## config.mk

```make
export PLATFORM = sky130hd
export DESIGN_NAME = bmp24_pixel_stream_decoder
export DESIGN_NICKNAME = d
export VERILOG_FILES = /design/src/rtl/core/bmp24_pkg.sv /design/src/rtl/core/bmp24_pixel_stream_decoder.sv
export SDC_FILE = /design/constraint.sdc
export NUM_CORES = 1
export LEC_CHECK = 0
export ABC_AREA = 1
export BUFFER_PORTS_ARGS = -buffer_cell sky130_fd_sc_hd__buf_2
export CAP_MARGIN = 20
export CELL_PAD_IN_SITES_DETAIL_PLACEMENT = 2
export CELL_PAD_IN_SITES_GLOBAL_PLACEMENT = 2
export CORE_ASPECT_RATIO = 0.75
export CORE_MARGIN = 3
export CORE_UTILIZATION = 40
export DETAILED_ROUTE_END_ITERATION = 6
export MAX_ROUTING_LAYER = met4
export PLACE_DENSITY = 0.9
export SLEW_MARGIN = 5
export SYNTH_ARGS = -nofsm -noshare
export SYNTH_HDL_FRONTEND = slang
export SYNTH_SLANG_ARGS = --single-unit
export TNS_END_PERCENT = 30
```

## constraint.sdc

```tcl
create_clock -name clk -period 10.26 [get_ports clk]
set_clock_uncertainty 0.15 [all_clocks]
set_input_delay 0.513 -clock clk [delete_from_list [all_inputs] [get_ports clk]]
set_output_delay 0.513 -clock clk [all_outputs]
set_load 0.005 [all_outputs]
```

## src/rtl/core/bmp24_pkg.sv

```systemverilog
// shared types and constants for the bitmap pixel stream decoder
`timescale 1ns / 1ps
`default_nettype none

package bmp24_pkg;

    // header byte positions
    localparam logic [7:0] HDR_OFFSET_POS = 8'h0A;
    localparam logic [7:0] HDR_WIDTH_LO   = 8'h12;
    localparam logic [7:0] HDR_WIDTH_HI   = 8'h13;
    localparam logic [7:0] HDR_HEIGHT_LO  = 8'h16;
    localparam logic [7:0] HDR_HEIGHT_HI  = 8'h17;
    localparam logic [7:0] HDR_END        = 8'h18;

    // configuration register indexes
    localparam logic [1:0] CFG_START_X     = 2'd0;
    localparam logic [1:0] CFG_START_Y     = 2'd1;
    localparam logic [1:0] CFG_CLIP_WIDTH  = 2'd2;
    localparam logic [1:0] CFG_CLIP_HEIGHT = 2'd3;

    // byte position inside a blue, green, red triple
    localparam logic [1:0] PHASE_BLUE  = 2'd0;
    localparam logic [1:0] PHASE_GREEN = 2'd1;
    localparam logic [1:0] PHASE_RED   = 2'd2;

    // register reset values
    localparam logic [10:0] START_X_RST     = 11'd0;
    localparam logic [10:0] START_Y_RST     = 11'd48;
    localparam logic [12:0] CLIP_WIDTH_RST  = 13'd1024;
    localparam logic [12:0] CLIP_HEIGHT_RST = 13'd720;

    typedef logic [15:0] dim_t;
    typedef logic [12:0] coord_t;
    typedef logic [23:0] color_t;

endpackage

`default_nettype wire

```

## src/rtl/core/bmp24_pixel_stream_decoder.sv

```systemverilog
// top level of the 24-bit bottom-up bitmap pixel stream decoder
//
//  channel | beat fields                                  | handshake
//  --------+----------------------------------------------+--------------------------
//  byte    | file_byte[7:0], first_byte                   | byte_valid / byte_ready
//  pixel   | pixel_x[12:0], pixel_y[12:0],                | pixel_valid / pixel_ready
//          | pixel_color[23:0], last                      |
//  cfg     | cfg_index[1:0], cfg_data[12:0]               | cfg_valid / cfg_ready
//
//  one byte beat per cycle while byte_ready is high; parse state and the pixel are worked out in the
//  accepting cycle and the pixel shows on the output register in the next cycle
//  byte_ready drops only while a pixel sits in the output register unclaimed
//  reset clears parse state and loads register defaults; no clearing pass
//  cfg_ready is always high, a write takes effect on the next cycle
`timescale 1ns / 1ps
`default_nettype none

module bmp24_pixel_stream_decoder
    import bmp24_pkg::*;
(
    input  wire logic        clk,
    input  wire logic        rst_n,
    // byte stream
    input  wire logic [7:0]  file_byte,
    input  wire logic        first_byte,
    input  wire logic        byte_valid,
    output logic             byte_ready,
    // pixel stream
    output logic [12:0]      pixel_x,
    output logic [12:0]      pixel_y,
    output logic [23:0]      pixel_color,
    output logic             last,
    output logic             pixel_valid,
    input  wire logic        pixel_ready,
    // configuration writes
    input  wire logic [1:0]  cfg_index,
    input  wire logic [12:0] cfg_data,
    input  wire logic        cfg_valid,
    output logic             cfg_ready
);

    // configuration registers
    logic [10:0] start_x_reg;
    logic [10:0] start_y_reg;
    logic [12:0] clip_width_reg;
    logic [12:0] clip_height_reg;

    // parse state
    logic [7:0]  header_pos_reg,   header_pos_next;
    logic [7:0]  data_offset_reg,  data_offset_next;
    dim_t        image_width_reg,  image_width_next;
    dim_t        image_height_reg, image_height_next;
    dim_t        column_reg,       column_next;
    dim_t        row_reg,          row_next;
    logic [1:0]  phase_reg,        phase_next;
    logic [15:0] partial_reg,      partial_next;
    logic        done_reg,         done_next;

    // output register
    logic        pixel_valid_reg;
    coord_t      pixel_x_reg,     pixel_x_next;
    coord_t      pixel_y_reg,     pixel_y_next;
    color_t      pixel_color_reg, pixel_color_next;
    logic        last_reg,        last_next;
    logic        emit;

    // state as seen by the current byte, after a restart mark
    logic [7:0]  cur_header_pos;
    logic [7:0]  cur_data_offset;
    dim_t        cur_image_width;
    dim_t        cur_image_height;
    dim_t        cur_column;
    dim_t        cur_row;
    logic [1:0]  cur_phase;
    logic [15:0] cur_partial;
    logic        cur_done;

    logic [7:0]  data_start;
    dim_t        draw_w;
    dim_t        draw_h;
    dim_t        column_inc;
    logic        byte_accept;

    assign byte_ready  = !pixel_valid_reg || pixel_ready;
    assign byte_accept = byte_valid && byte_ready;
    assign cfg_ready   = 1'b1;

    // configuration writes
    always_ff @(posedge clk or negedge rst_n)
    begin
        if (!rst_n)
        begin
            start_x_reg     <= START_X_RST;
            start_y_reg     <= START_Y_RST;
            clip_width_reg  <= CLIP_WIDTH_RST;
            clip_height_reg <= CLIP_HEIGHT_RST;
        end
        else if (cfg_valid)
        begin
            unique case (cfg_index)
                CFG_START_X:     start_x_reg     <= cfg_data[10:0];
                CFG_START_Y:     start_y_reg     <= cfg_data[10:0];
                CFG_CLIP_WIDTH:  clip_width_reg  <= cfg_data;
                CFG_CLIP_HEIGHT: clip_height_reg <= cfg_data;
                default:         ;
            endcase
        end
    end

    // a start mark wipes parse state before the byte is looked at
    always_comb
    begin
        if (first_byte)
        begin
            cur_header_pos   = '0;
            cur_data_offset  = '0;
            cur_image_width  = '0;
            cur_image_height = '0;
            cur_column       = '0;
            cur_row          = '0;
            cur_phase        = PHASE_BLUE;
            cur_partial      = '0;
            cur_done         = 1'b0;
        end
        else
        begin
            cur_header_pos   = header_pos_reg;
            cur_data_offset  = data_offset_reg;
            cur_image_width  = image_width_reg;
            cur_image_height = image_height_reg;
            cur_column       = column_reg;
            cur_row          = row_reg;
            cur_phase        = phase_reg;
            cur_partial      = partial_reg;
            cur_done         = done_reg;
        end
    end

    // pixel data never starts inside the size fields
    assign data_start = (cur_data_offset < HDR_END) ? HDR_END : cur_data_offset;

    // drawn window is the smaller of image and clip sizes
    assign draw_w = (cur_image_width < {3'b000, clip_width_reg})
                  ? cur_image_width : {3'b000, clip_width_reg};
    assign draw_h = (cur_image_height < {3'b000, clip_height_reg})
                  ? cur_image_height : {3'b000, clip_height_reg};

    assign column_inc = cur_column + 16'd1;

    // next parse state and the pixel for this byte
    always_comb
    begin
        header_pos_next   = cur_header_pos;
        data_offset_next  = cur_data_offset;
        image_width_next  = cur_image_width;
        image_height_next = cur_image_height;
        column_next       = cur_column;
        row_next          = cur_row;
        phase_next        = cur_phase;
        partial_next      = cur_partial;
        done_next         = cur_done;
        emit              = 1'b0;
        last_next         = 1'b0;
        pixel_color_next  = {file_byte, cur_partial};
        pixel_x_next      = coord_t'({2'b00, start_x_reg} + cur_column[12:0]);
        pixel_y_next      = coord_t'({2'b00, start_y_reg} + draw_h[12:0]
                                     - 13'd1 - cur_row[12:0]);

        if (cur_header_pos < data_start)
        begin
            // header: pick out offset, width and height bytes
            unique case (cur_header_pos)
                HDR_OFFSET_POS: data_offset_next = file_byte;
                HDR_WIDTH_LO:   image_width_next = {cur_image_width[15:8], file_byte};
                HDR_WIDTH_HI:   image_width_next = {file_byte, cur_image_width[7:0]};
                HDR_HEIGHT_LO:  image_height_next = {cur_image_height[15:8], file_byte};
                HDR_HEIGHT_HI:  image_height_next = {file_byte, cur_image_height[7:0]};
                default:        ;
            endcase
            header_pos_next = cur_header_pos + 8'd1;
        end
        else if (cur_done)
        begin
            // trailing bytes after the image are dropped
        end
        else if (draw_w == '0 || draw_h == '0)
        begin
            done_next = 1'b1;
        end
        else
        begin
            case (cur_phase)
                PHASE_BLUE:
                begin
                    partial_next = {8'h00, file_byte};
                    phase_next   = PHASE_GREEN;
                end
                PHASE_GREEN:
                begin
                    partial_next = {file_byte, cur_partial[7:0]};
                    phase_next   = PHASE_RED;
                end
                default:
                begin
                    // red byte closes the pixel
                    phase_next = PHASE_BLUE;
                    if (column_inc >= cur_image_width)
                    begin
                        column_next = '0;
                        row_next    = cur_row + 16'd1;
                    end
                    else
                    begin
                        column_next = column_inc;
                    end
                    if (cur_column < draw_w && cur_row < draw_h)
                    begin
                        emit      = 1'b1;
                        last_next = (cur_column == draw_w - 16'd1)
                                 && (cur_row == draw_h - 16'd1);
                        if (last_next)
                        begin
                            done_next = 1'b1;
                        end
                    end
                end
            endcase
        end
    end

    // parse state advances on every accepted byte beat
    always_ff @(posedge clk or negedge rst_n)
    begin
        if (!rst_n)
        begin
            header_pos_reg   <= '0;
            data_offset_reg  <= '0;
            image_width_reg  <= '0;
            image_height_reg <= '0;
            column_reg       <= '0;
            row_reg          <= '0;
            phase_reg        <= PHASE_BLUE;
            partial_reg      <= '0;
            done_reg         <= 1'b0;
        end
        else if (byte_accept)
        begin
            header_pos_reg   <= header_pos_next;
            data_offset_reg  <= data_offset_next;
            image_width_reg  <= image_width_next;
            image_height_reg <= image_height_next;
            column_reg       <= column_next;
            row_reg          <= row_next;
            phase_reg        <= phase_next;
            partial_reg      <= partial_next;
            done_reg         <= done_next;
        end
    end

    // output register valid
    always_ff @(posedge clk or negedge rst_n)
    begin
        if (!rst_n)
        begin
            pixel_valid_reg <= 1'b0;
        end
        else if (byte_accept)
        begin
            pixel_valid_reg <= emit;
        end
        else if (pixel_ready)
        begin
            pixel_valid_reg <= 1'b0;
        end
    end

    // output register payload
    always_ff @(posedge clk)
    begin
        if (byte_accept && emit)
        begin
            pixel_x_reg     <= pixel_x_next;
            pixel_y_reg     <= pixel_y_next;
            pixel_color_reg <= pixel_color_next;
            last_reg        <= last_next;
        end
    end

    assign pixel_valid = pixel_valid_reg;
    assign pixel_x     = pixel_x_reg;
    assign pixel_y     = pixel_y_reg;
    assign pixel_color = pixel_color_reg;
    assign last        = last_reg;

endmodule

`default_nettype wire

```

======== Yosys cells after proc, flatten, opt, wreduce, memory -nomap -nowiden ========
Cells that the tools add are included.
operators by class
  add/subtract/negate cells ............... 9
  $lt $le $gt $ge ......................... 7
  equality and inequality tests ........... 11
  muxes and demuxes ....................... 50
  bitwise logic cells ..................... 1
  reduce and logical (&&, ||, !) cells .... 18
operators with widths
  operator                 count
  $mux W16                 22
  $pmux W16 S2             3
  $mux W8                  6
  $add A16 B1 Y16 const B  2
  $eq A16 B16 Y1           2
  $eq A8 B5 Y1 const B     4
  $logic_not A16 Y1        2
  $lt A16 B13 Y1           2
  $lt A16 B16 Y1           2
  $sub A16 B1 Y16 const B  2
  $add A11 B13 Y13         2
  $ge A16 B16 Y1           1
  $mux W1                  14
  $sub A13 B1 Y13 const B  1
  $sub A13 B13 Y13         1
  $add A8 B1 Y8 const B    1
  $eq A8 B4 Y1 const B     1
  $lt A8 B5 Y1 const B     1
  $lt A8 B8 Y1             1
  $mux W2                  4
  $reduce_and A2 Y1        4
  $reduce_or A6 Y1         1
  $eq A2 B1 Y1 const B     2
  $eq A2 B2 Y1 const B     2
  8 further kinds          13
word-level totals
  register bits ........................... 199
  word-level logic and storage cells ...... 114

======== Depth between registers and ports, before layout ========
Gate-level depths: netlist of the first run.
  depth in word-level cells ............... 12
  depth in mapped cells ................... 31
  mapped depth without buffers ............ 29

======== Worst setup path after synthesis of the first run ========
No wires, ideal clock.
  path type ............................... input-to-reg
  from .................................... in first_byte
  to ...................................... reg last_reg (netlist: last) (enable)
  arrival ................................. 6,809 ps
  data required time ...................... 9,587 ps
  setup slack ............................. 2,778 ps
  cell stages on the path ................. 19
  buffers on the path ..................... 8
  cell sequence ........................... buf_6 -> buf_2 -> buf_6 -> buf_2 -> buf_1 -> buf_1 -> clkbuf_1 -> nor2_1 -> nor2_1 -> ha_1 -> nand2_1 -> o21ai_1 -> nand4_1 -> nand2_1 -> inv_1 -> nor2_2 -> nand2_8 -> buf_2 -> nor3_1
on the way
  word-level cells in the longest chain between the ends .. 11
  elaborated cells between the ends (all ways) .. 30
  those cells by class .................... order compare (6); eq/ne (1); mux (16); reduce/logical (7)
ends and longest elaborated chain
  element                            RTL line                                                              text
  start: declaration                 bmp24_pixel_stream_decoder.sv:25                                      input wire logic first_byte,
  $mux W16                           bmp24_pixel_stream_decoder.sv:113                                     if (first_byte)
  $lt A16 B13 Y1 (on tied branches)  bmp24_pixel_stream_decoder.sv:143, bmp24_pixel_stream_decoder.sv:145
  $mux W16 (on tied branches)        bmp24_pixel_stream_decoder.sv:144, bmp24_pixel_stream_decoder.sv:146
  $lt A16 B16 Y1                     bmp24_pixel_stream_decoder.sv:216                                     if (cur_column < draw_w && cur_row < draw_h)
  $logic_and A1 B1 Y1                bmp24_pixel_stream_decoder.sv:216
  $mux W1                            bmp24_pixel_stream_decoder.sv:216
  $mux W1                            bmp24_pixel_stream_decoder.sv:192                                     case (cur_phase)
  $mux W1                            bmp24_pixel_stream_decoder.sv:186                                     else if (draw_w == '0 || draw_h == '0)
  $mux W1                            bmp24_pixel_stream_decoder.sv:182                                     else if (cur_done)
  $mux W1 *                          bmp24_pixel_stream_decoder.sv:169                                     if (cur_header_pos < data_start)
  $logic_and A1 B1 Y1 *              bmp24_pixel_stream_decoder.sv:280                                     if (byte_accept && emit)
  end signal: assignment             bmp24_pixel_stream_decoder.sv:285                                     last_reg <= last_next;
  end: declaration                   bmp24_pixel_stream_decoder.sv:64                                      logic last_reg, last_next;
Every way passes the cells marked *; elsewhere a longest branch is shown, timed or not.
A chain may end at the register's enable or synchronous reset.

======== Final worst setup path of the first run ========
  from .................................... in first_byte
  to ...................................... reg column_reg[13]
on the way
  word-level cells in the longest chain between the ends .. 8
  elaborated cells between the ends (all ways) .. 27
  those cells by class .................... add/sub (1); order compare (5); eq/ne (1); mux (15); reduce/logical (5)
ends and longest elaborated chain
  element                                                RTL line                                                              text
  $mux W16                                               bmp24_pixel_stream_decoder.sv:113
  $add A16 B1 Y16 (tied with other cells)                bmp24_pixel_stream_decoder.sv:148                                     assign column_inc = cur_column + 16'd1;
  $ge A16 B16 Y1 (tied with other cells)                 bmp24_pixel_stream_decoder.sv:207                                     if (column_inc >= cur_image_width)
  $mux W16 / $logic_not A16 Y1 (equally long branches)   bmp24_pixel_stream_decoder.sv:207, bmp24_pixel_stream_decoder.sv:186
  $mux W16 / $logic_or A1 B1 Y1 (equally long branches)  bmp24_pixel_stream_decoder.sv:192, bmp24_pixel_stream_decoder.sv:186
  $mux W16                                               bmp24_pixel_stream_decoder.sv:186
  $mux W16                                               bmp24_pixel_stream_decoder.sv:182
  $mux W16 *                                             bmp24_pixel_stream_decoder.sv:169
  end signal: assignment                                 bmp24_pixel_stream_decoder.sv:252                                     column_reg <= column_next;
  end: declaration                                       bmp24_pixel_stream_decoder.sv:53                                      dim_t column_reg, column_next;
Marks and branches as above.

==> run_results.csv, run 1 <==
group,metric,value,unit
clock_tree,cts_hold_buf,0,
timing,relSlewSlack,28.7,%
detailed_routing,dr.pass1.iters,5,
setup_path,critPathSlowestCell,"nor2_1",
global_route,antenna_found_initial,1,
power,power_leakage,7.55,nW
synth,ys_ff_latch,199,
global_route,grt_max_degree,91,
floorplan,die-area,0.0376,mm²
timing,setup_violations,0,
detailed_routing,vias,14214,
floorplan,rows,58,
global_route,grt_pass1_wl,97500,µm
clock_tree,post_cts_resized,0,
clock_tree,cts_sinks,199,
timing,fin_crit_sh,60.8,%
global_route,grt_usage,34.8,%
clock_tree,cts_buffers,17,
clock_tree,cts_root_buf,"clkbuf_16",
floorplan,core-area,0.0341,mm²
layout,largest_reg_flops,24,
layout,utilization,45.6,%
timing,tightestPinTransition,1.07,ns
synth,ys_warn_count,0,
floorplan,die_x,223,µm
layout,seqCellArea,0.00524,mm²
timing,post-route-min-period,6.24,ns
setup_path,r2r_slack,4.19,ns
floorplan,start_util,41.4,%
synth,synth-edff-count,51,
detailed_routing,drt_iter0_drc,1161,
setup_path,end_kind,"flop",
timing,max_freq,160,MHz
power,p_per_area,164,mW/mm²
clock_tree,clk_pin_slew,0.10,ns
synth,ys_seq_area_share,37.2,%
flow_run,cap_violations,0,
clock_tree,htree_levels,4,
setup_path,worstReg2RegEnd,"column_reg[13]",
layout,fillerInstances,3880,
detailed_routing,wl_per_cell,27.0,µm
min_path,hold_path.class,"primary input to async pin",
setup_path,critPathTopFamily,"simple AND/OR/NAND/NOR gates",
layout,finalNetCount,2043,
layout,drive_gt1_share,9.95,%
synth,ys_top_cells_by_area,"dfrtp_1 (25%), edfxtp_1 (11%), nand2_1 (11%)",
synth,synth_area,0.0141,mm²
clock_tree,cts_buffer_depth,2,
global_route,first_global_vias,15990,
synth,synth_ff_type,"dfrtp_1",
layout,multi_input_area,0.00749,mm²
layout,area_delta_synth_final,10.2,%
synth,ys_types,59,
run_status,status,"complete, no violations",
timing,finalHoldViolCount,0,
detailed_routing,wl,63900,µm
setup_path,critPathBufInv,3,
global_route,overflow,0,
placement,port_buffers,81,
timing,slew_viol_final,0,
clock_tree,insertion_delay,0.50,ns
setup_path,path_cells,"buf_2, buf_4, nor2_1, ha_1, nand2_1, nor4_2, nand3_1, nor3_1, nand3_1, nor3_1, xor2_1, ha_1, nand4_1, o221a_2, nand3_1, nor2_1, inv_1, nor2_1, nand2_1, nand2_1, a21oi_1, a21oi_1",
setup_path,ff2ff_path_depth,22,
setup_path,cp_max_fo,57,
clock_tree,post_cts_buffers,0,
setup_path,crit_start,"first_byte",
timing,tns,0,ns
setup_path,critical_path_class,"primary input to flop",
setup_path,critPathArrivalTime,6.51,ns
setup_path,critical_path_depth,22,
placement,gp_congestion,0.963,
placement,dp_hpwl,43600,µm
synth,synth_cells,1843,
synth,synth_top_area_share,25.0,%
setup_path,cp-start-kind,"primary input",
setup_path,cpPeakStageDelay,0.47,ns
timing,rsz0062_at_grt,"false",
setup_path,r2r_start,"column_reg[2]",
floorplan,fp.dieH,169,µm
setup_path,crit_end,"column_reg[13]",
synth,synth-async-reset-ratio,74.4,%
detailed_routing,via_per_inst,6.00,
clock_tree,cts_tree,"yes",
synth,synth_largest_area_cell,"dfrtp_1",
synth,syn_area_per_cell,7.65,µm²
power,ir_drop,0.109,mV
detailed_routing,ant_nets,0,
detailed_routing,drc,0,
floorplan,io_pins,83,
setup_path,required,10.52,ns
[metal layers]
layer / wire length [µm] / global-route usage, % / part of all wire, %
met5: 0 / - / 0
met1: 26100 / 41.6 / 41
met3: 3500 / 5.95 / 5.5
met2: 31300 / 57.6 / 49
met4: 2910 / 16.8 / 4.6
[kinds of logic (layout without fill, tap and decap cells)]
kind of cell	after synthesis	count (layout)	synth area share [%]
buffers and inverters	352	422	9.98
and+or+nand+nor	788	788	24.7
adders and majority gates	108	108	10.3
other	1	8	0.0266
AOI/OAI and AO/OA	334	334	14.0
xor gates and xnor gates	61	61	3.79
DFF	199	199	37.2
[layout make-up]
cell class	count	area share [%]
sequential	199	33.7
tap	450	3.62
timing repair buffer	93	3.35
antenna	1	0.0161
multi-input combinational	1298	48.1
clock inverter	15	1.22
clock buffer	17	2.74
inverter	297	7.20
[where the power goes]
part	internal, mW	switching [mW]
sequential	0.885	0.0381
clock	0.337	0.411
combinational	0.264	0.623
[synth_stat cells (all sizes together) (4+ instances only)]
master / instances
a211oi: 4
a21oi: 114
a221oi: 36
a22oi: 5
buf: 22
clkbuf: 33
dfrtp: 141
dfstp: 7
edfxtp: 51
fa: 13
ha: 95
inv: 297
nand2: 419
nand3: 118
nand3b: 9
nand4: 19
nor2: 193
nor3: 19
nor4: 7
o211ai: 18
o21ai: 122
o22ai: 15
xnor2: 14
xor2: 47
[through the flow]
step / area (µm²) / power [mW] / std cells / setup slack (ns) / hold WS, ns
after floorplan: 14100 / 1.48 / 1849 / 2.78 / 0.0674
after global placement: 14900 / 1.68 / 2336 / 4.24 / 0.313
after detailed placement: 14900 / 1.76 / 2336 / 3.76 / 0.324
after CTS: 15500 / 2.55 / 2368 / 4.12 / 0.0181
after global routing: 15500 / 2.69 / 2369 / 3.65 / 0.0529
final: 15600 / 2.56 / 2370 / 4.02 / 0.00349
[placed cells by master (no fill, tap or decap), drive strengths merged, types with 47 or more instances in the layout]
| cell | synthesis | routed |
|---|---|---|
| edfxtp | 51 | 51 |
| o21ai | 122 | 122 |
| dfrtp | 141 | 141 |
| a21oi | 114 | 114 |
| nand3 | 118 | 118 |
| inv | 297 | 306 |
| ha | 95 | 95 |
| nor2 | 193 | 193 |
| buf | 22 | 93 |
| nand2 | 419 | 419 |
| xor2 | 47 | 47 |
[worst min path at each step]
stage | startpoint | endpoint | slack [ns] | cells after the start
after CTS | rst_n | start_y_reg[7] | 0.02 | 1
after global routing | rst_n | start_y_reg[7] | 0.05 | 1
after detailed placement | start_y_reg[6] | start_y_reg[6] | 0.32 | 2
after floorplan | rst_n | clip_height_reg[0] | 0.07 | 0
after global placement | done_reg | done_reg | 0.31 | 2
final | rst_n | start_y_reg[7] | 0.003 | 1
Note: power is estimated with default switching activity, not from simulation.
==> run 2, diff against run 1 <==
--- a/config.mk
+++ b/config.mk
@@ -5,7 +5,7 @@
 export SDC_FILE = /design/constraint.sdc
 export NUM_CORES = 1
 export LEC_CHECK = 0
-export ABC_AREA = 1
+export ABC_AREA = 0
 export BUFFER_PORTS_ARGS = -buffer_cell sky130_fd_sc_hd__buf_2
 export CAP_MARGIN = 20
 export CELL_PAD_IN_SITES_DETAIL_PLACEMENT = 2
@@ -15,7 +15,7 @@
 export CORE_UTILIZATION = 40
 export DETAILED_ROUTE_END_ITERATION = 6
 export MAX_ROUTING_LAYER = met4
-export PLACE_DENSITY = 0.9
+export PLACE_DENSITY = 0.84
 export SLEW_MARGIN = 5
 export SYNTH_ARGS = -nofsm -noshare
 export SYNTH_HDL_FRONTEND = slang
==> constraint.sdc (replaced) <==
create_clock -name clk -period 6.4 [get_ports clk]
set_clock_uncertainty 0.15 [all_clocks]
set_input_delay 0.32 -clock clk [delete_from_list [all_inputs] [get_ports clk]]
set_output_delay 0.32 -clock clk [all_outputs]
set_load 0.005 [all_outputs]
==> run_results.csv, run 2 <==
group,metric,value,unit
synth,synth_cells,1499,
setup_path,critical_path_class,"flop to flop",
power,ir_drop,0.158,mV
clock_tree,clk_pin_slew,0.09,ns
synth,ys_warn_count,0,
global_route,overflow,0,
timing,rsz0062_at_grt,"false",
layout,finish.instance_area,0.0158,mm²
detailed_routing,via_per_inst,6.32,
layout,fin_cells,2054,
setup_path,cpPeakStageDelay,0.52,ns
detailed_routing,drc,0,
setup_path,path_cells,"nor2b_1, ha_1, a211oi_1, o21ai_0, a41oi_2, o211ai_1, a21oi_1, ha_1, nor2b_1, o21ai_0, nand2b_1, a32oi_1, nor2_1, a311oi_1, a31oi_1, o311ai_2, o211ai_2, nor2_4, buf_12",
layout,drive_gt1_share,14.7,%
power,p_per_area,210,mW/mm²
floorplan,fp.dieH,169,µm
synth,synth-edff-count,51,
synth,synth_area,0.0141,mm²
clock_tree,cts_buffers,17,
detailed_routing,ant_nets,0,
detailed_routing,wl,58300,µm
synth,synth_largest_area_cell,"dfrtp_1",
setup_path,critPathBufInv,1,
layout,area_delta_synth_final,12.1,%
clock_tree,post_cts_buffers,0,
power,p_seq_share,44.9,%
power,power_leakage,6.99,nW
power,pwr-share-clk,34.9,%
min_path,hold_path.class,"primary input to flop",
floorplan,rows,58,
layout,utilization,46.4,%
timing,tns,0,ns
power,p_total,3.32,mW
layout,finalNetCount,1727,
global_route,grt_usage,31.6,%
detailed_routing,vias,12973,
synth,ys_ff_latch,199,
timing,fin_ws,0.428,ns
run_status,status,"complete, no violations",
clock_tree,cts_tree,"yes",
synth,ys_seq_area_share,37.1,%
power,internal-power,2.22,mW
detailed_routing,drt_iter0_drc,1189,
setup_path,required,6.42,ns
setup_path,end_kind,"flop",
clock_tree,htree_levels,4,
synth,yosys-top-cells-count,"dfrtp_1 (141), nand2_1 (106), inv_1 (105)",
detailed_routing,dr.pass1.iters,5,
layout,final_cell_mix,"dfrtp_1 (141), nand2_1 (106), inv_1 (105), nor2_1 (98), ha_1 (95)",
timing,tightestPinTransition,1.16,ns
setup_path,cp_max_fo,26,
placement,gp_congestion,0.952,
setup_path,cp-start-kind,"flop",
floorplan,io_pins,83,
floorplan,die_x,223,µm
clock_tree,cts_root_buf,"clkbuf_16",
clock_tree,cts_sinks,199,
synth,synth.most_common_cell,"dfrtp_1",
placement,dp_hpwl,43700,µm
floorplan,die-area,0.0377,mm²
setup_path,critPathTopFamily,"compound AO/OA/AOI/OAI gates",
global_route,antenna_found_initial,2,
floorplan,start_util,41.4,%
global_route,grt_pass1_wl,88200,µm
clock_tree,insertion_delay,0.47,ns
layout,final_common_cell,"dfrtp_1",
timing,finalHoldViolCount,0,
timing,fin_crit_sh,93.3,%
flow_run,cap_violations,0,
synth,synth_top_area_share,25.0,%
setup_path,critPathSlowestCell,"nor2b_1",
synth,ys_types,101,
synth,ys_top_cells_by_area,"dfrtp_1 (25%), edfxtp_1 (11%), ha_1 (8.4%)",
timing,max_freq,167,MHz
layout,largest_reg_flops,24,
synth,synth_ff_type,"dfrtp_1",
setup_path,critPathArrivalTime,5.99,ns
timing,slew_viol_final,0,
detailed_routing,wl_per_cell,28.4,µm
power,p_sw,1.11,mW
global_route,first_global_vias,13877,
floorplan,core-area,0.0342,mm²
timing,relSlewSlack,22.4,%
timing,whs,0.0248,ns
synth,syn_area_per_cell,9.43,µm²
placement,pre_cts_slack,-0.266,ns
placement,port_buffers,81,
timing,post-route-min-period,5.97,ns
clock_tree,cts_buffer_depth,2,
synth,synth-async-reset-ratio,74.4,%
power,swShare,33.3,%
timing,setup_violations,0,
placement,placedCellCount,2016,
placement,place_area,0.0152,mm²
global_route,grt_max_degree,99,
power,comb_power_share,20.2,%
-- run 2: cell types whose count changed after synthesis, moves of 49 or more --
cell	before	now
a22o_1	0	65
nand3_1	116	49
nand2_1	402	106
nor2_1	181	99
nor2b_1	0	59
mux2_2	0	49
xnor2_1	14	69
inv_1	289	105
-- run 2: worst register-to-register path: stages (launching register included) --
cell and delay, ns:
dfrtp_1 0.48, nor2b_1 0.52, ha_1 0.36, a211oi_1 0.29
o21ai_0 0.18, a41oi_2 0.24, o211ai_1 0.29, a21oi_1 0.42
ha_1 0.30, nor2b_1 0.12, o21ai_0 0.17, nand2b_1 0.13
a32oi_1 0.22, nor2_1 0.07, a311oi_1 0.35, a31oi_1 0.21
o311ai_2 0.47, o211ai_2 0.24, nor2_4 0.20, buf_12 0.22
-- run 2: layout make-up --
| class | instances | area [µm²] |
|---|---|---|
| fillers | 3675 | 18300 |
| multi-input cells | 1142 | 8280 |
| flip-flops and latches | 199 | 5240 |
| repair buffers | 121 | 758 |
| well taps | 450 | 563 |
| clock buffers | 18 | 429 |
| inverters | 109 | 409 |
| clock inverters | 14 | 168 |
| diodes | 1 | 2.50 |
-- run 2: kinds of logic after synthesis --
kind of cell               Yosys count  share of synthesized area, %
AOI/OAI and AO/OA                  353                          17.7
xor gates and xnor gates            99                          6.38
adders and majority gates          109                          10.3
buffers and inverters              164                          4.62
DFF                                199                          37.1
muxes                               68                          5.34
other                                1                        0.0265
and+or+nand+nor                    506                          18.6
-- run 2: timing repair --
item                                   CTS  global route
endpoints found under the hold margin  102             0
hold buffers                             3             0
setup endpoints to repair                0            54
gates resized for setup                  0             2
-- run 2: layer usage --
metal  GRT usage (%)  vias up  part of all wire [%]
li1                -     5633                     -
met5               -        -                     0
met2            50.2      435                    47
met3            5.67      114                   6.1
met4            10.4        0                   3.0
met1            41.2     6791                    44
-- run 2: power by group through the flow --
stage	Clock (mW)	Combinational, mW	Sequential, mW
final	1.16	0.672	1.49
after floorplan	0	0.444	1.47
after global placement	0	0.600	1.51
after global routing	1.22	0.740	1.50
after CTS	1.17	0.666	1.49
after detailed placement	0	0.649	1.51
-- run 2: final timing paths --
path	start	endpoint	slack, ns	cells past startpoint
max	image_height_reg[5]	pixel_y[8]	0.43	19
max in group asynchronous	rst_n	clip_height_reg[5]	4.48	3
min in group asynchronous	rst_n	column_reg[9]	0.34	2
min	cfg_data[2]	start_x_reg[2]	0.02	2
min reg2reg	partial_reg[13]	partial_reg[13]	0.36	1
max reg2reg	image_height_reg[5]	pixel_y[8]	0.43	19
==> run 3, diff against run 2 <==
--- a/config.mk
+++ b/config.mk
@@ -6,16 +6,16 @@
 export NUM_CORES = 1
 export LEC_CHECK = 0
 export ABC_AREA = 0
-export BUFFER_PORTS_ARGS = -buffer_cell sky130_fd_sc_hd__buf_2
 export CAP_MARGIN = 20
 export CELL_PAD_IN_SITES_DETAIL_PLACEMENT = 2
 export CELL_PAD_IN_SITES_GLOBAL_PLACEMENT = 2
 export CORE_ASPECT_RATIO = 0.75
 export CORE_MARGIN = 3
-export CORE_UTILIZATION = 40
+export CORE_UTILIZATION = 42
 export DETAILED_ROUTE_END_ITERATION = 6
+export DONT_BUFFER_PORTS = 1
 export MAX_ROUTING_LAYER = met4
-export PLACE_DENSITY = 0.84
+export PLACE_DENSITY = 0.85
 export SLEW_MARGIN = 5
 export SYNTH_ARGS = -nofsm -noshare
 export SYNTH_HDL_FRONTEND = slang
==> run_results.csv, run 3 (synthesized netlist as in run 2, its figures left out) <==
group,metric,value,unit
run_status,status,"complete, no violations",
clock_tree,cts_tree,"yes",
detailed_routing,via_per_inst,6.57,
global_route,grt_pass1_wl,92400,µm
min_path,holdPathStages,2,
clock_tree,cts_buffer_depth,2,
detailed_routing,drt_iter0_drc,1220,
detailed_routing,wl,63000,µm
global_route,grt_usage,35.5,%
setup_path,critPathArrivalTime,6.33,ns
timing,slew_viol_final,0,
floorplan,die-area,0.0359,mm²
detailed_routing,dr.pass1.iters,5,
clock_tree,post_cts_buffers,0,
timing,finalHoldViolCount,0,
placement,port_buffers,0,
setup_path,ff2ff_path_depth,20,
min_path,hold_path.class,"primary input to flop",
clock_tree,clk_pin_slew,0.09,ns
layout,largest_reg_flops,24,
floorplan,rows,57,
flow_run,cap_violations,0,
timing,tightestPinTransition,1.18,ns
clock_tree,cts_sinks,199,
clock_tree,cts_root_buf,"clkbuf_16",
setup_path,cp-start-kind,"flop",
layout,multi_input_area,0.00832,mm²
layout,area_delta_synth_final,11.2,%
detailed_routing,drc,0,
global_route,antenna_found_initial,2,
layout,finalNetCount,1673,
floorplan,die_x,218,µm
floorplan,core-area,0.0328,mm²
power,ir_drop,0.131,mV
power,p_per_area,214,mW/mm²
timing,tns,0,ns
detailed_routing,vias,13088,
floorplan,start_util,43.1,%
min_path,worstHoldEndpoint,"pixel_valid",
timing,setup_violations,0,
layout,drive_gt1_share,10.7,%
global_route,grt_max_degree,149,
timing,max_freq,158,MHz
floorplan,fp.dieH,165,µm
setup_path,end_kind,"flop",
layout,final_cell_mix,"dfrtp_1 (141), nand2_1 (106), inv_1 (105), nor2_1 (98), ha_1 (95)",
layout,seqCellArea,0.00524,mm²
placement,gp_congestion,0.977,
timing,relSlewSlack,21.0,%
placement,dp_hpwl,43500,µm
global_route,first_global_vias,14163,
min_path,worstHoldStart,"pixel_ready",
floorplan,io_pins,83,
global_route,overflow,0,
detailed_routing,ant_nets,0,
power,p_total,3.36,mW
clock_tree,insertion_delay,0.49,ns
setup_path,cp_max_fo,26,
clock_tree,htree_levels,4,
setup_path,worstReg2RegEnd,"pixel_x[12]",
timing,post-route-min-period,6.33,ns
setup_path,r2r_start,"image_height_reg[10]",
detailed_routing,wl_per_cell,31.6,µm
timing,fin_crit_sh,98.8,%
setup_path,critical_path_class,"flop to flop",
layout,final_common_cell,"dfrtp_1",
setup_path,r2r_slack,0.07,ns
power,power_leakage,6.81,nW
setup_path,required,6.40,ns
layout,fillerInstances,3477,
clock_tree,cts_buffers,17,
[run 3: changes by cell type in the layout (fill, tap and decap cells not counted), moves of 2 or more]
cell           before  now
dlygate4sd3_1       3   24
buf_2              79    1
buf_12              2    0
buf_16              0    2
buf_4              33   35
nor3_1             56   54
clkbuf_4            1    3
[run 3: report_power, final]
group / switching, mW / total [mW] / internal [mW]
Sequential: 0.0980 / 1.49 / 1.39
Combinational: 0.427 / 0.701 / 0.275
Clock: 0.613 / 1.17 / 0.557
Total: 1.14 / 3.36 / 2.23
[run 3: layer usage]
layer | part of all wire, % | wire (µm) | global-route usage [%] | vias to the layer above
met2 | 46 | 29200 | 55.9 | 614
li1 | - | - | - | 5516
met5 | 0 | 0 | - | -
met4 | 4.3 | 2730 | 14.8 | 0
met1 | 42 | 26200 | 44.7 | 6767
met3 | 7.8 | 4940 | 7.71 | 191
[run 3: stage by stage]
stage | hold slack, ns | worst slack [ns] | util [%] | instance area [µm²] | cells
after detailed placement | -0.119 | -0.231 | 45.0 | 14800 | 1929
after global routing | 0.0290 | -0.0166 | 47.9 | 15700 | 1993
final | 0.0329 | 0.0745 | 47.9 | 15700 | 1993
after global placement | -0.120 | 0.305 | 45.0 | 14800 | 1929
after floorplan | -0.126 | 0.0329 | - | 14200 | 1505
after CTS | 0.0136 | 0.0874 | 47.6 | 15600 | 1986
[run 3: how the worst max path moves through the flow]
stage / to / startpoint
2_1_floorplan: last / first_byte
3_3_place_gp: pixel_x[12] / first_byte
3_5_place_dp: pixel_color[5] / first_byte
4_1_cts: pixel_x[12] / image_height_reg[10]
5_1_grt: pixel_x[11] / image_height_reg[10]
6_report: pixel_x[12] / image_height_reg[10]
[run 3: what timing repair did]
action | 4_1_cts | 5_1_grt
hold endpoints to repair | 281 | 0
pin swaps | 0 | 0
endpoints found under the setup margin | 51 | 79
hold buffers | 25 | 0
gates resized for setup | 1 | 11
[run 3: critical path, stage by stage, from the launching register on]
cell	delay, ns
dfrtp_1	0.58
nand2_1	0.34
inv_1	0.25
ha_1	0.29
a21oi_1	0.20
a21oi_1	0.14
a211oi_2	0.35
o211a_1	0.30
buf_4	0.32
a21oi_1	0.14
ha_1	0.22
a21oi_1	0.17
nor2b_1	0.06
o21ai_0	0.42
and4_1	0.33
nand2b_1	0.16
a311o_1	0.33
a311oi_2	0.38
o211ai_2	0.24
nor2_4	0.22
buf_6	0.34
[run 3: layout make-up]
| cell class | instances | share of cell area [%] |
|---|---|---|
| Tap cell | 442 | 3.52 |
| Inverter | 109 | 2.60 |
| Antenna cell | 2 | 0.0318 |
| Clock inverter | 14 | 1.01 |
| Clock buffer | 18 | 2.73 |
| Multi-Input combinational cell | 1142 | 52.9 |
| Timing Repair Buffer | 67 | 3.87 |
| Sequential cell | 199 | 33.3 |
